--- src/design/voxel_line_of_sight_macros.svh ---
// Assertion macros for the voxel line-of-sight datapath (vlos_dp).
// Each macro expects signals named clk and rst_n in the using module.
`ifndef VOXEL_LINE_OF_SIGHT_MACROS_SVH
`define VOXEL_LINE_OF_SIGHT_MACROS_SVH

// An implication checked on every rising edge outside reset.
`define VLOS_ASSERT_IMP(lbl, ante, cons, msg) \
  lbl: assert property (@(posedge clk) disable iff (!rst_n) (ante) |-> (cons)) else $error(msg);

// A property that must hold on every rising edge outside reset.
`define VLOS_ASSERT_ALWAYS(lbl, expr, msg) \
  lbl: assert property (@(posedge clk) disable iff (!rst_n) (expr)) else $error(msg);

`endif

--- src/design/vlos_pkg.sv ---
// Package for the voxel line-of-sight block: item types, command and status
// structs, state and outcome codes, and fixed datapath widths. No dependencies.
package vlos_pkg;

  // Internal coordinate width, one bit above the 12-bit item coordinates.
  localparam int CW   = 13;
  // Width of a doubled axis delta.
  localparam int AW   = 13;
  // Width of the Bresenham error terms.
  localparam int ED   = 16;
  // Width of the budget product and of the running limit.
  localparam int PW   = 30;
  localparam int LW   = 31;
  // Divider dividend and divisor widths, and its iteration counter.
  localparam int DVW  = 29;
  localparam int DSW  = 13;
  localparam int DCW  = $clog2(DVW);
  // Step counter width.
  localparam int NW   = 12;
  // Penalty offset in the denominator.
  localparam int PenOffset = 16;

  // Voxel states.
  localparam logic [1:0] VX_EMPTY  = 2'd0;
  localparam logic [1:0] VX_SOLID  = 2'd1;
  localparam logic [1:0] VX_TRANSP = 2'd2;
  localparam logic [1:0] VX_UNUSED = 2'd3;

  // Opcodes.
  localparam logic OP_WRITE = 1'b0;
  localparam logic OP_RAY   = 1'b1;

  typedef enum logic [1:0] {
    OC_REACHED = 2'd0,
    OC_ZERO    = 2'd1,
    OC_SOLID   = 2'd2,
    OC_BUDGET  = 2'd3
  } outcome_t;

  typedef enum logic [1:0] {
    AX_X = 2'd0,
    AX_Y = 2'd1,
    AX_Z = 2'd2
  } axis_t;

  typedef enum logic [4:0] {
    ST_CLEAR,
    ST_IDLE,
    ST_DEC,
    ST_WRITE,
    ST_SETUP,
    ST_MUL,
    ST_DIVS,
    ST_DIVL,
    ST_RDM,
    ST_CHKM,
    ST_DIVP,
    ST_ENDC,
    ST_RDV,
    ST_CHKV,
    ST_RDW,
    ST_CHKW,
    ST_RES
  } state_t;

  typedef struct packed {
    logic               opcode;
    logic signed [11:0] start_x;
    logic signed [11:0] start_y;
    logic signed [11:0] start_z;
    logic signed [11:0] end_x;
    logic signed [11:0] end_y;
    logic signed [11:0] end_z;
    logic        [11:0] ray_distance;
    logic signed [15:0] budget;
    logic        [1:0]  voxel_state;
  } in_item_t;

  typedef struct packed {
    logic       visible;
    logic [1:0] outcome;
  } out_item_t;

  typedef struct packed {
    logic     load;
    logic     setup;
    logic     mul;
    logic     div_lim;
    logic     lim_load;
    logic     div_pen;
    logic     pen_apply;
    logic     step_v;
    logic     step_w;
    logic     advance;
    logic     wr;
    logic     clr;
    logic     out_load;
    outcome_t out_code;
  } cmd_t;

  typedef struct packed {
    logic clr_last;
    logic is_write;
    logic dist_zero;
    logic dom_zero;
    logic vox_solid;
    logic vox_transp;
    logic at_end;
    logic yd_ge;
    logic zd_ge;
    logic div_done;
    logic pen_neg;
    logic out_busy;
  } sts_t;

endpackage

--- src/design/vlos_ctrl.sv ---
// Controller state machine of the voxel line-of-sight block.
// Depends on vlos_pkg; drives the datapath through cmd_t and reads sts_t.
module vlos_ctrl (
  input  logic           clk,
  input  logic           rst_n,
  input  logic           in_valid,
  output logic           in_stall,
  input  vlos_pkg::sts_t sts,
  output vlos_pkg::cmd_t cmd
);
  import vlos_pkg::*;

  state_t   state_r, state_nxt;
  outcome_t code_r, code_nxt;

  // State and pending outcome registers.
  always_ff @(posedge clk) begin
    if (!rst_n) begin
      state_r <= ST_CLEAR;
      code_r  <= OC_REACHED;
    end else begin
      state_r <= state_nxt;
      code_r  <= code_nxt;
    end
  end

  // Next state and commands.
  always_comb begin
    state_nxt    = state_r;
    code_nxt     = code_r;
    cmd          = '0;
    cmd.out_code = code_r;
    in_stall     = 1'b1;
    unique case (state_r)
      ST_CLEAR: begin
        cmd.clr = 1'b1;
        if (sts.clr_last) begin
          state_nxt = ST_IDLE;
        end
      end
      ST_IDLE: begin
        in_stall = 1'b0;
        if (in_valid) begin
          cmd.load  = 1'b1;
          state_nxt = ST_DEC;
        end
      end
      ST_DEC: begin
        if (sts.is_write) begin
          state_nxt = ST_WRITE;
        end else if (sts.dist_zero) begin
          code_nxt  = OC_ZERO;
          state_nxt = ST_RES;
        end else begin
          state_nxt = ST_SETUP;
        end
      end
      ST_WRITE: begin
        cmd.wr    = 1'b1;
        state_nxt = ST_IDLE;
      end
      ST_SETUP: begin
        cmd.setup = 1'b1;
        state_nxt = ST_MUL;
      end
      ST_MUL: begin
        if (sts.dom_zero) begin
          code_nxt  = OC_REACHED;
          state_nxt = ST_RES;
        end else begin
          cmd.mul   = 1'b1;
          state_nxt = ST_DIVS;
        end
      end
      ST_DIVS: begin
        cmd.div_lim = 1'b1;
        state_nxt   = ST_DIVL;
      end
      ST_DIVL: begin
        if (sts.div_done) begin
          cmd.lim_load = 1'b1;
          state_nxt    = ST_RDM;
        end
      end
      ST_RDM: begin
        state_nxt = ST_CHKM;
      end
      // Main voxel of the step.
      ST_CHKM: begin
        if (sts.vox_solid) begin
          code_nxt  = OC_SOLID;
          state_nxt = ST_RES;
        end else if (sts.vox_transp) begin
          cmd.div_pen = 1'b1;
          state_nxt   = ST_DIVP;
        end else begin
          state_nxt = ST_ENDC;
        end
      end
      ST_DIVP: begin
        if (sts.div_done) begin
          if (sts.pen_neg) begin
            code_nxt  = OC_BUDGET;
            state_nxt = ST_RES;
          end else begin
            cmd.pen_apply = 1'b1;
            state_nxt     = ST_ENDC;
          end
        end
      end
      // End test, then side steps on the minor axes.
      ST_ENDC: begin
        if (sts.at_end) begin
          code_nxt  = OC_REACHED;
          state_nxt = ST_RES;
        end else if (sts.yd_ge) begin
          cmd.step_v = 1'b1;
          state_nxt  = ST_RDV;
        end else if (sts.zd_ge) begin
          cmd.step_w = 1'b1;
          state_nxt  = ST_RDW;
        end else begin
          cmd.advance = 1'b1;
          state_nxt   = ST_RDM;
        end
      end
      ST_RDV: begin
        state_nxt = ST_CHKV;
      end
      ST_CHKV: begin
        if (sts.vox_solid) begin
          code_nxt  = OC_SOLID;
          state_nxt = ST_RES;
        end else if (sts.zd_ge) begin
          cmd.step_w = 1'b1;
          state_nxt  = ST_RDW;
        end else begin
          cmd.advance = 1'b1;
          state_nxt   = ST_RDM;
        end
      end
      ST_RDW: begin
        state_nxt = ST_CHKW;
      end
      ST_CHKW: begin
        if (sts.vox_solid) begin
          code_nxt  = OC_SOLID;
          state_nxt = ST_RES;
        end else begin
          cmd.advance = 1'b1;
          state_nxt   = ST_RDM;
        end
      end
      ST_RES: begin
        if (!sts.out_busy) begin
          cmd.out_load = 1'b1;
          state_nxt    = ST_IDLE;
        end
      end
      default: begin
        state_nxt = ST_IDLE;
      end
    endcase
  end

endmodule
--- config.mk ---
export PLATFORM = sky130hd
export DESIGN_NAME = vlos_ctrl
export DESIGN_NICKNAME = d
export VERILOG_FILES = /design/src/design/voxel_line_of_sight_macros.svh /design/src/design/vlos_pkg.sv /design/src/design/vlos_ctrl.sv
export SDC_FILE = /design/constraint.sdc
export NUM_CORES = 1
export LEC_CHECK = 0
export ABC_CLOCK_PERIOD_IN_PS = 2100
export BUFFER_PORTS_ARGS = -buffer_cell sky130_fd_sc_hd__buf_2
export CAP_MARGIN = 20
export CORE_UTILIZATION = 35
export CTS_CLUSTER_DIAMETER = 80
export DETAILED_ROUTE_END_ITERATION = 12
export SLEW_MARGIN = 20
export SYNTH_ARGS = -nofsm -noshare
export SYNTH_HDL_FRONTEND = slang
export SYNTH_SLANG_ARGS = --single-unit
--- constraint.sdc ---
create_clock -name clk -period 2.1 [get_ports clk]
set_clock_uncertainty 0.1 [all_clocks]
set_input_delay 0 -clock clk [delete_from_list [all_inputs] [get_ports clk]]
set_output_delay 0 -clock clk [all_outputs]
set_load 0.01 [all_outputs]
==> flow_summary.yaml <==
worst_hold_path:
  hold-path-cell-count: 3
  hold_path_end: "state_r[3]"
  worstHoldPathType: "in2reg"
  hp-start: "sts[2]"
logic_synthesis:
  syn-mean-instance-area_um2: 7.88
  ys.flop_type: "dfxtp_1"
  synth_seq_cells: 7
  yosysWarnings: 0
  synth_cells: 107
  synth_cell_type_count: 50
  syn_nets: 122
  synth_area_um2: 843
  yosysSeqAreaShare: 0.166
  synth_edf_count: 0
  postSynth.asyncResetShare: 0
floorplanning:
  core_area_um2: 2230
  rows: 17
  fp.dieW_um: 51.1
  die_y_um: 51.1
  start_util: 0.378
  pin_count: 31
  die_area_um2: 2610
cts:
  clk_latency_ns: 0.27
  cts_sinks: 7
  root_buffer: "clkbuf_4"
  cts_buffers: 3
  ctsLongestPathBuffers: 2
  postCtsSetupBuffers: 0
  clk_pin_slew_ns: 0.06
  htree_levels: 1
  cts_tree: "done"
timing:
  slew_viol_final: 0
  fin_setup_tns_ns: 0
  fmax_mhz: 516
  rsz0062_at_grt: "no"
  tightest_slew_ns: 0.550
  post-route-min-period_ns: 1.94
  finalHoldViolations: 0
  setup_viol: 0
  max_slew_margin: 0.633
  post-route-period-util: 0.922
grt:
  overflow: 0
  grt_max_degree: 17
  grt_pass1_vias: 880
  grt_first_pass_wirelength_um: 3940
  antenna_found_initial: 0
  grtUsageTotal: 0.205
power:
  p_leak_nw: 0.476
  power_frac_seq: 0.355
  power_frac_comb: 0.339
  p_switching_mw: 0.154
  netSwitchingFraction: 0.352
  p_per_area_nw_per_um2: 421
  power_mw: 0.437
  ir_drop_mv: 0.313
  p_int_mw: 0.283
  p_clk_frac: 0.306
finish:
  fin_util: 0.464
  diodes: 0
  final_layout_size_suffix_gt1_frac: 0.326
  final_area_um2: 1040
  stdcell_count: 166
  area_delta_synth_final_pct: 23.0
  nets: 154
job:
  max-cap-violations: 0
placement:
  dp_cells: 161
  gp_congestion: 0.983
  post_dp_cell_area_um2: 1000
  port_buffers: 30
  hpwlAfterDp_um: 1940
critical_path:
  critPathCaptureType: "output port"
  required_ns: 2.00
  critical_path_class: "reg2out"
  reg2reg_depth: 5
  reg2reg_from: "state_r[4]"
  cp-start-kind: "register"
  critical_path_peak_fanout: 16
  r2r_slack_ns: 0.20
  critical_path_arrival_ns: 1.84
  r2r-end: "state_r[1]"
route:
  vias_per_cell: 5.86
  vias: 972
  drt_pass1_iterations: 4
  ant_nets: 0
  wl_per_cell_um: 15.1
  totalWireLength_um: 2500
  drc_errors: 0
  drt-initial-drc-count: 54
outcome:
  status: "completed"
## logic make-up (layout without fill, tap and decap cells)
family | after synthesis | after routing | share of synthesized area
DFF | 7 | 7 | 0.166
xor gates and xnor gates | 1 | 1 | 0.0104
buffers and inverters | 12 | 43 | 0.0860
and+or+nand+nor | 57 | 57 | 0.454
muxes | 3 | 3 | 0.0371
AOI/OAI and AO/OA | 27 | 27 | 0.246
## sequential cells by signal (all words and copies together), names as in the netlist
register	flops
code_r	2
state_r	5
## stage by stage
step	setup slack, ns	hold WS [ns]
2_1_floorplan	0.469	-0.0618
4_1_cts	0.190	0.00239
3_5_place_dp	0.216	0.163
6_report	0.163	0.00744
5_1_grt	0.0432	0.0302
3_3_place_gp	0.300	0.164
## worst max-delay path by stage
stage | end | depth (start not counted) | slack, ns | start
2_1_floorplan | code_r[0] | 6 | 0.47 | state_r[0]
3_3_place_gp | state_r[1] | 5 | 0.30 | state_r[1]
3_5_place_dp | state_r[1] | 5 | 0.22 | state_r[4]
4_1_cts | cmd[8] | 3 | 0.19 | state_r[1]
5_1_grt | state_r[1] | 5 | 0.04 | state_r[4]
6_report | cmd[8] | 3 | 0.16 | state_r[1]
## cells in the final DEF, fill, tap and decap left out, types with 2 or more instances in the layout
cell type and count:
nand4b_1 2, a21oi_1 5, and3_1 3, and2_1 2
mux2i_1 2, nor3b_1 2, nor3_2 2, a32o_1 2
o21ai_0 3, nand2_1 8, dfxtp_1 7, clkbuf_4 3
and2b_1 2, nand2b_1 4, nor2_1 5, nand3_1 2
buf_4 4, buf_2 30, nor2b_1 5, inv_1 4
nor3_1 4, a21boi_0 2, nor4_1 6
## Yosys cell counts, types with 2 or more instances
library cell  count  area, um^2
a21boi_0          2        15.0
nor3b_1           2        15.0
buf_6             3        33.8
inv_1             4        15.0
nor2_1            5        18.8
nand2b_1          4        25.0
a21oi_1           5        25.0
buf_2             4        20.0
a32o_1            2        20.0
nor3_1            4        20.0
mux2i_1           2        20.0
o21ai_0           3        15.0
nor3_2            2        20.0
nand2_1           8        30.0
nor2b_1           5        31.3
nand4b_1          2        17.5
dfxtp_1           7         140
nor4_1            6        37.5
nand3_1           2        10.0
and2b_1           2        15.0
and2_1            2        12.5
and3_1            3        18.8
## power by group through the flow
stage	clock network (mW)	logic (mW)	registers, mW
3_5_place_dp	0	0.146	0.158
6_report	0.134	0.148	0.155
5_1_grt	0.140	0.162	0.157
2_1_floorplan	0	0.109	0.145
4_1_cts	0.138	0.148	0.154
3_3_place_gp	0	0.144	0.157
## repair_timing
item / CTS / global route
resized for setup: 0 / 0
hold endpoints to repair: 7 / 0
hold buffers: 1 / 0
## worst max-delay path: stages, from the launching register on
cell	delay (ns)
dfxtp_1	0.67
or4b_4	0.56
nor3_1	0.18
buf_2	0.16
## layer usage
layer  track usage  share of wire  vias to the layer above
met5             0              0                        -
met4         0.111          0.016                        0
met3        0.0208          0.071                        4
met2         0.333           0.47                       39
met1         0.262           0.44                      457
li1              -              -                      472
## layout make-up
| type | count | area [um^2] |
|---|---|---|
| Timing Repair Buffer | 35 | 190 |
| Tap cell | 28 | 35.0 |
| Sequential cell | 7 | 140 |
| Clock buffer | 4 | 26.3 |
| Multi-Input combinational cell | 88 | 631 |
| Fill cell | 236 | 1200 |
| Inverter | 4 | 15.0 |
Power figures use the tool's default switching activity.
